<file path="src/sv/fmi_pkg.sv">
// ----------------------------------------------------------------------------
// fmi_pkg
// Shared types and constants for the FM-index search and locate block.
// ----------------------------------------------------------------------------
package fmi_pkg;

    localparam int MAX_ENTRIES  = 65536;
    localparam int ENT_AW       = 16;
    localparam int SAMPLE_SLOTS = 4096;
    localparam int SMP_AW       = 12;
    localparam int MAX_STEPS    = 128;
    localparam int STEP_W       = 8;
    localparam int POS_W        = 17;   // range positions, counts
    localparam int CFG_W        = 17;
    localparam int CFG_IW       = 3;
    localparam int IN_W         = 72;
    localparam int OUT_W        = 72;

    typedef enum logic [2:0] {
        FN_WSYM   = 3'd0,
        FN_WSMP   = 3'd1,
        FN_START  = 3'd2,
        FN_EXTEND = 3'd3,
        FN_LOCATE = 3'd4
    } func_t;

    localparam logic [CFG_IW-1:0] CFG_C_A   = 3'd0;
    localparam logic [CFG_IW-1:0] CFG_C_C   = 3'd1;
    localparam logic [CFG_IW-1:0] CFG_C_G   = 3'd2;
    localparam logic [CFG_IW-1:0] CFG_C_T   = 3'd3;
    localparam logic [CFG_IW-1:0] CFG_COUNT = 3'd4;

    typedef enum logic [3:0] {
        S_IDLE,
        S_DECODE,
        S_EXT_SCAN,
        S_LOC_CHK,
        S_LOC_EVAL,
        S_LOC_SCAN,
        S_MRK_SCAN,
        S_SMP_RD,
        S_OUT
    } state_t;

    typedef struct packed {
        logic accept;
        logic range_start;
        logic clr_res;
        logic scan_go;
        logic scan_loc;     // scan below e with the symbol just read
        logic ext_upd;
        logic loc_init;
        logic loc_step;
        logic set_err;
        logic ld_pos;
        logic out_load;
    } cmd_t;

    typedef struct packed {
        func_t func;
        logic  range_empty;
        logic  scan_done;
        logic  e_oob;
        logic  mark_hit;
        logic  steps_max;
        logic  slot_oob;
        logic  out_free;
    } sts_t;

endpackage

</file>
<file path="src/sv/fmi_ctrl.sv">
// ----------------------------------------------------------------------------
// fmi_ctrl
// Sequencer for item decode, extend scans and the locate walk.
// ----------------------------------------------------------------------------
module fmi_ctrl (
    input  logic          clk,
    input  logic          rst_n,
    input  logic          s_tvalid,
    output logic          s_tready,
    input  fmi_pkg::sts_t sts,
    output fmi_pkg::cmd_t cmd
);
    import fmi_pkg::*;

    state_t state_reg;
    state_t state_next;

    always_ff @(posedge clk or negedge rst_n)
    begin
        if (!rst_n)
            state_reg <= S_IDLE;
        else
            state_reg <= state_next;
    end

    always_comb
    begin
        state_next = state_reg;
        unique case (state_reg)
            S_IDLE:
                if (s_tvalid)
                    state_next = S_DECODE;
            S_DECODE:
            begin
                unique case (sts.func)
                    FN_START:  state_next = S_OUT;
                    FN_EXTEND: state_next = sts.range_empty ? S_OUT : S_EXT_SCAN;
                    FN_LOCATE: state_next = S_LOC_CHK;
                    default:   state_next = S_IDLE;
                endcase
            end
            S_EXT_SCAN:
                if (sts.scan_done)
                    state_next = S_OUT;
            S_LOC_CHK:
                state_next = sts.e_oob ? S_OUT : S_LOC_EVAL;
            S_LOC_EVAL:
            begin
                if (sts.mark_hit)
                    state_next = S_MRK_SCAN;
                else if (sts.steps_max)
                    state_next = S_OUT;
                else
                    state_next = S_LOC_SCAN;
            end
            S_LOC_SCAN:
                if (sts.scan_done)
                    state_next = S_LOC_CHK;
            S_MRK_SCAN:
                if (sts.scan_done)
                    state_next = sts.slot_oob ? S_OUT : S_SMP_RD;
            S_SMP_RD:
                state_next = S_OUT;
            S_OUT:
                if (sts.out_free)
                    state_next = S_IDLE;
            default:
                state_next = S_IDLE;
        endcase
    end

    always_comb
    begin
        cmd      = '0;
        s_tready = 1'b0;
        unique case (state_reg)
            S_IDLE:
            begin
                s_tready   = 1'b1;
                cmd.accept = s_tvalid;
            end
            S_DECODE:
            begin
                cmd.clr_res = 1'b1;
                unique case (sts.func)
                    FN_START:  cmd.range_start = 1'b1;
                    FN_EXTEND: cmd.scan_go     = !sts.range_empty;
                    FN_LOCATE: cmd.loc_init    = 1'b1;
                    default:   cmd.clr_res     = 1'b1;
                endcase
            end
            S_EXT_SCAN:
                cmd.ext_upd = sts.scan_done;
            S_LOC_CHK:
                cmd.set_err = sts.e_oob;
            S_LOC_EVAL:
            begin
                cmd.scan_loc = 1'b1;
                cmd.scan_go  = sts.mark_hit || !sts.steps_max;
                cmd.set_err  = !sts.mark_hit && sts.steps_max;
            end
            S_LOC_SCAN:
                cmd.loc_step = sts.scan_done;
            S_MRK_SCAN:
                cmd.set_err = sts.scan_done && sts.slot_oob;
            S_SMP_RD:
                cmd.ld_pos = 1'b1;
            S_OUT:
                cmd.out_load = sts.out_free;
            default:
                cmd.clr_res = 1'b0;
        endcase
    end

endmodule

</file>
<file path="config.mk">
export PLATFORM = sky130hd
export DESIGN_NAME = fmi_ctrl
export DESIGN_NICKNAME = d
export VERILOG_FILES = /design/src/sv/fmi_pkg.sv /design/src/sv/fmi_ctrl.sv
export SDC_FILE = /design/constraint.sdc
export NUM_CORES = 1
export LEC_CHECK = 0
export ABC_AREA = 1
export ABC_CLOCK_PERIOD_IN_PS = 3600
export BUFFER_PORTS_ARGS = -buffer_cell sky130_fd_sc_hd__buf_4
export CAP_MARGIN = 40
export CORE_AREA = 3 3 40 42
export CTS_BUF_LIST = sky130_fd_sc_hd__clkbuf_4
export CTS_CLUSTER_SIZE = 14
export DETAILED_ROUTE_END_ITERATION = 10
export DIE_AREA = 0 0 43 45
export PLACE_DENSITY = 0.74
export SLEW_MARGIN = 10
export SYNTH_ARGS = -nofsm -noshare
export SYNTH_HDL_FRONTEND = slang
export SYNTH_SLANG_ARGS = --single-unit
</file>
<file path="constraint.sdc">
create_clock -name clk -period 3.6 [get_ports clk]
set_input_delay 0.18 -clock clk [delete_from_list [all_inputs] [get_ports clk]]
set_output_delay 0.18 -clock clk [all_outputs]
set_load 0.02 [all_outputs]
</file>
======== Word level (Yosys, flattened, before mapping) ========
Cells that the tools add are included.
word-level totals
  word-level logic and storage cells ...... 52
  bits of input ports ..................... 13
  output and inout port bits .............. 12
  register bits after elaboration ......... 4
operators by class
  muxes and demuxes ....................... 27
  equality and inequality tests ........... 16
  reductions and logical operators ........ 8
operators with widths
  cell                                                              count
  4-bit 2-to-1 mux                                                  10
  4-bit one-hot mux with 9 select lines                             1
  4-bit by 3-bit == test with 1-bit output (second input constant)  4
  1-bit 2-to-1 mux                                                  13
  4-bit one-hot mux with 3 select lines                             1
  2-bit != test (second input constant)                             5
  4-bit by 2-bit == test with 1-bit output (second input constant)  2
  3-bit by 2-bit == test with 1-bit output (second input constant)  2
  5-bit AND reduction                                               1
  4-bit by 1-bit == test with 1-bit output (second input constant)  1
  4-bit == test (second input constant)                             1
  4-bit zero test                                                   1
  3-bit == test (second input constant)                             1
  1-bit zero test                                                   3
  1-bit one-hot mux with 3 select lines                             1
  1-bit logical AND                                                 2
  1-bit one-hot mux with 2 select lines                             1
  1-bit logical OR                                                  1

======== Longest topological paths before layout ========
  depth after elaboration ................. 3
  mapped depth ............................ 8
  mapped depth without buffers ............ 8

======== Worst setup path before layout ========
No wires, ideal clock.
  kind .................................... register -> output
  start point ............................. register state_reg[0]
  end point ............................... output port cmd[0] (netlist bit)
  setup slack ............................. 2.101 ns
  path buffers ............................ 0
  required time ........................... 3.420 ns
  arrival time ............................ 1.319 ns
  stages on the path, launching flop included .. 4
  path through ............................ dfrtp_1 -> nor2_2 -> inv_2 -> nor4_1
RTL lines
  element                   line            source
  start: declaration        fmi_ctrl.sv:15  state_t state_reg;
  start signal: assignment  fmi_ctrl.sv:23  state_reg <= state_next;
  end: declaration          fmi_ctrl.sv:11  output fmi_pkg::cmd_t cmd

==> impl_metrics.prom <==
# TYPE chip_impl_metric gauge
chip_impl_info{name="status",value="finished, final reports clean"} 1
chip_impl_metric{name="fin_crit",unit="ns"} 1.62
chip_impl_metric{name="tightestPinTransition",unit="ns"} 0.250
chip_impl_metric{name="port_buffers",unit=""} 24
chip_impl_metric{name="drt_first_iter_violations",unit=""} 14
chip_impl_metric{name="arrival",unit="ns"} 1.44
chip_impl_metric{name="synth_fa_ha_area_share",unit="%"} 0
chip_impl_metric{name="setup_viol_count_final",unit=""} 0
chip_impl_metric{name="final-max-slew-violation-count",unit=""} 0
chip_impl_metric{name="global_route.overflow_total",unit=""} 0
chip_impl_metric{name="yosysTopAreaCellShare",unit="%"} 22.8
chip_impl_info{name="ys.flop_type",value="dfrtp_1"} 1
chip_impl_info{name="synthTopCellsByArea",value="nand2_1 23%, dfrtp_1 20%, nor2_1 8.8%"} 1
chip_impl_metric{name="timing.max_cap.violations",unit=""} 0
chip_impl_metric{name="grt_pass1_vias",unit=""} 630
chip_impl_metric{name="max_clock_freq",unit="GHz"} 0.618
chip_impl_metric{name="final_nets",unit=""} 136
chip_impl_metric{name="h_tree_level_count",unit=""} 1
chip_impl_metric{name="muxShareOfSynthArea",unit="%"} 0
chip_impl_metric{name="num-fill-cells",unit=""} 136
chip_impl_info{name="crit_path_frequent_cell",value="nand2_1"} 1
chip_impl_metric{name="hold_vio_cnt_final",unit=""} 0
chip_impl_metric{name="core-area",unit="um^2"} 1280
chip_impl_info{name="synth_top_area_cell",value="nand2_1"} 1
chip_impl_metric{name="peakVddDrop",unit="mV"} 0.378
chip_impl_metric{name="totalNegativeSetupSlack",unit="ns"} 0
chip_impl_metric{name="area.growth.synth_to_final",unit="%"} 45.3
chip_impl_metric{name="largest_register_ffs",unit=""} 4
chip_impl_metric{name="dpl_worst_slack",unit="ns"} 2.24
chip_impl_metric{name="floorplan.die_area",unit="um^2"} 1940
chip_impl_metric{name="postSynth.asyncResetShare",unit="%"} 100
chip_impl_metric{name="mappedNetlistArea",unit="um^2"} 510
chip_impl_info{name="path_cells",value="nor2_2, nand3_1, inv_2, nand2_1, nand2_1, buf_4"} 1
chip_impl_metric{name="reported_net_switching_power",unit="uW"} 272
chip_impl_metric{name="portion_of_the_clock_cycle_consumed_by_the_worst_path_in_the_final_layout",unit="%"} 45.0
chip_impl_metric{name="post_synth_edffs",unit=""} 0
chip_impl_metric{name="postLayoutSetupSlackWorst",unit="ns"} 1.98
chip_impl_metric{name="power_frac_comb",unit="%"} 69.6
chip_impl_metric{name="synth-seq-area-share",unit="%"} 19.6
chip_impl_metric{name="placementRows",unit=""} 13
chip_impl_metric{name="insertion_delay",unit="ns"} 0.24
chip_impl_metric{name="sw_frac_of_total",unit="%"} 54.7
chip_impl_info{name="path_type_of_the_worst_setup_path",value="flop to output pin"} 1
chip_impl_metric{name="drt-wirelength-per-cell",unit="um"} 10.2
chip_impl_metric{name="cts-resized-gates",unit=""} 0
chip_impl_metric{name="final.setup_skew",unit="ns"} 0.00678
chip_impl_info{name="kind_of_launch_point_of_the_worst_setup_path",value="flop"} 1
chip_impl_metric{name="finalHoldWorstSlack",unit="ns"} 0.280
chip_impl_info{name="leading_cell_type_in_the_layout_fill_and_taps_excluded",value="nand2_1"} 1
chip_impl_metric{name="insertedDiodeCount",unit=""} 0
chip_impl_metric{name="synth_compound_gate_area_share",unit="%"} 4.66
chip_impl_metric{name="clk_transition_reported_paths",unit="ns"} 0.04
chip_impl_metric{name="drt_pre_antenna_iters",unit=""} 4
chip_impl_metric{name="synth-seq-cells",unit=""} 4
chip_impl_metric{name="number_of_drc_violations_after_detailed_routing",unit=""} 0
chip_impl_info{name="min_path_type",value="input port to async pin"} 1
chip_impl_info{name="slowest_stage",value="dfrtp_1"} 1
chip_impl_metric{name="routabilityCongestion",unit=""} 0.799
chip_impl_metric{name="grt_antenna_before_repair",unit=""} 0
chip_impl_metric{name="power.share.sequential",unit="%"} 19.3
chip_impl_info{name="tritoncts",value="yes"} 1
chip_impl_metric{name="synthDistinctLibCells",unit=""} 18
chip_impl_metric{name="path_max_fanout",unit=""} 5
chip_impl_metric{name="postSynthAreaPerCell",unit="um^2"} 5.49
chip_impl_metric{name="drt-vias-per-instance",unit=""} 4.92
chip_impl_metric{name="drive_gt1_share",unit="%"} 36.4
chip_impl_metric{name="grt_start_max_net_pins",unit=""} 8
chip_impl_metric{name="power-per-cell-area",unit="nW/um^2"} 670
chip_impl_metric{name="clock_power_share",unit="%"} 11.1
chip_impl_metric{name="synthesis.nets",unit=""} 106
chip_impl_info{name="path_delay_family",value="simple AND/OR/NAND/NOR gates"} 1
chip_impl_metric{name="initial_utilization",unit="%"} 39.7
chip_impl_metric{name="cts_max_path_buffers",unit=""} 2
chip_impl_metric{name="ports_placed_on_the_boundary",unit=""} 25
chip_impl_metric{name="finalWirelength",unit="um"} 1380
chip_impl_metric{name="timing.max_slew.rel_slack",unit="%"} 83.3
chip_impl_metric{name="synth_simple_gate_area_share",unit="%"} 64.0
chip_impl_info{name="commonest_non_fill_non_tap_cells_in_the_layout",value="31 x nand2_1, 24 x buf_4, 12 x nor2_1"} 1
chip_impl_metric{name="clock-sinks",unit=""} 4
chip_impl_metric{name="netlist_instances",unit=""} 93
chip_impl_info{name="grt_setup_unrepaired",value="no"} 1
chip_impl_metric{name="global_route_wire_length_before_repair",unit="um"} 2430
chip_impl_metric{name="leakagePower",unit="nW"} 0.464
chip_impl_metric{name="detailroute.via_count",unit=""} 669
chip_impl_info{name="clk_root_buffer_cell",value="clkbuf_4"} 1
chip_impl_metric{name="chip_height",unit="um"} 45
chip_impl_metric{name="fp.dieW",unit="um"} 43
chip_impl_metric{name="synth_xor_area_share",unit="%"} 0
chip_impl_info{name="critical_path.endpoint_type",value="output pin"} 1
chip_impl_metric{name="antenna_violating_nets_post_route",unit=""} 0
chip_impl_metric{name="post-dp-hpwl",unit="um"} 1170
chip_impl_metric{name="cts-buffers-inserted",unit=""} 3
chip_impl_metric{name="worst_ep_required_time",unit="ns"} 3.42
chip_impl_metric{name="cp_slowest_stage_delay",unit="ns"} 0.43
chip_impl_metric{name="track_usage",unit="%"} 16.2
chip_impl_metric{name="critPathBufInv",unit=""} 2
chip_impl_metric{name="p_int",unit="uW"} 225
chip_impl_info{name="dominant_combinational_cell_family_by_area_after_synthesis",value="simple AND/OR/NAND/NOR gates"} 1
chip_impl_metric{name="yosys_warnings",unit=""} 0
-- cell families after synthesis --
family                 after synthesis
AND/OR/NAND/NOR                     69
flip-flops                           4
AO/OA/AOI/OAI                        4
buffers and inverters               16
-- power groups by stage --
stage / Sequential, mW / Combinational [mW] / Clock, mW
2_1_floorplan: 0.0904 / 0.238 / 0
3_3_place_gp: 0.0945 / 0.341 / 0
3_5_place_dp: 0.0957 / 0.343 / 0
4_1_cts: 0.0953 / 0.346 / 0.0564
5_1_grt: 0.0989 / 0.386 / 0.0607
6_report: 0.0959 / 0.346 / 0.0554
-- path summary, 6_finish.rpt --
kind	from	to	slack, ns	cells after the start
setup / recovery	state_reg[2]	cmd[7]	1.98	6
hold / removal	rst_n	state_reg[2]	0.28	2
setup reg to reg	state_reg[0]	state_reg[3]	2.28	6
hold reg to reg	state_reg[1]	state_reg[1]	0.57	2
max in group asynchronous	rst_n	state_reg[3]	3.21	2
min in group clk	sts[5]	state_reg[0]	0.32	4
-- layer usage --
| metal | part of all wire, % | routed length, um | track usage, % |
|---|---|---|---|
| met3 | 7.2 | 100 | 1.99 |
| met5 | 0 | 0 | 0 |
| met4 | 1.0 | 14 | 7.83 |
| met1 | 42 | 577 | 18.7 |
| met2 | 50 | 688 | 29.6 |
-- metrics by stage --
step / std cells / util, % / cell area [um^2] / total power, mW
finish: 136 / 57.7 / 742 / 0.497
global route: 136 / 57.7 / 742 / 0.546
CTS: 136 / 57.7 / 742 / 0.498
detailed placement: 132 / 55.2 / 709 / 0.439
global placement: 132 / 55.2 / 709 / 0.436
floorplan: 93 / - / 510 / 0.329
-- cells in the mapped netlist, types with 2 or more instances --
cell	instances
nand3_2	2
nand2_2	3
nor2_2	5
nand3_1	7
inv_1	11
nor2_1	12
inv_2	5
nand2_1	31
dfrtp_1	4
nand3b_1	2
nor3_1	3
nand4_1	2
-- repair_timing --
action,in CTS,in global routing
buffers inserted,0,0
setup endpoints to repair,0,0
hold buffers,1,0
endpoints found under the hold margin,4,0
-- cell type report --
type | instances | area [um^2] | share of cell area [%]
tap | 15 | 18.8 | 2.53
timing repair buffer | 25 | 190 | 25.6
multi-input combinational | 73 | 350 | 47.2
clock buffer | 3 | 22.5 | 3.04
inverter | 16 | 60.1 | 8.09
sequential | 4 | 100 | 13.5
(Power assumes the default switching activity.)
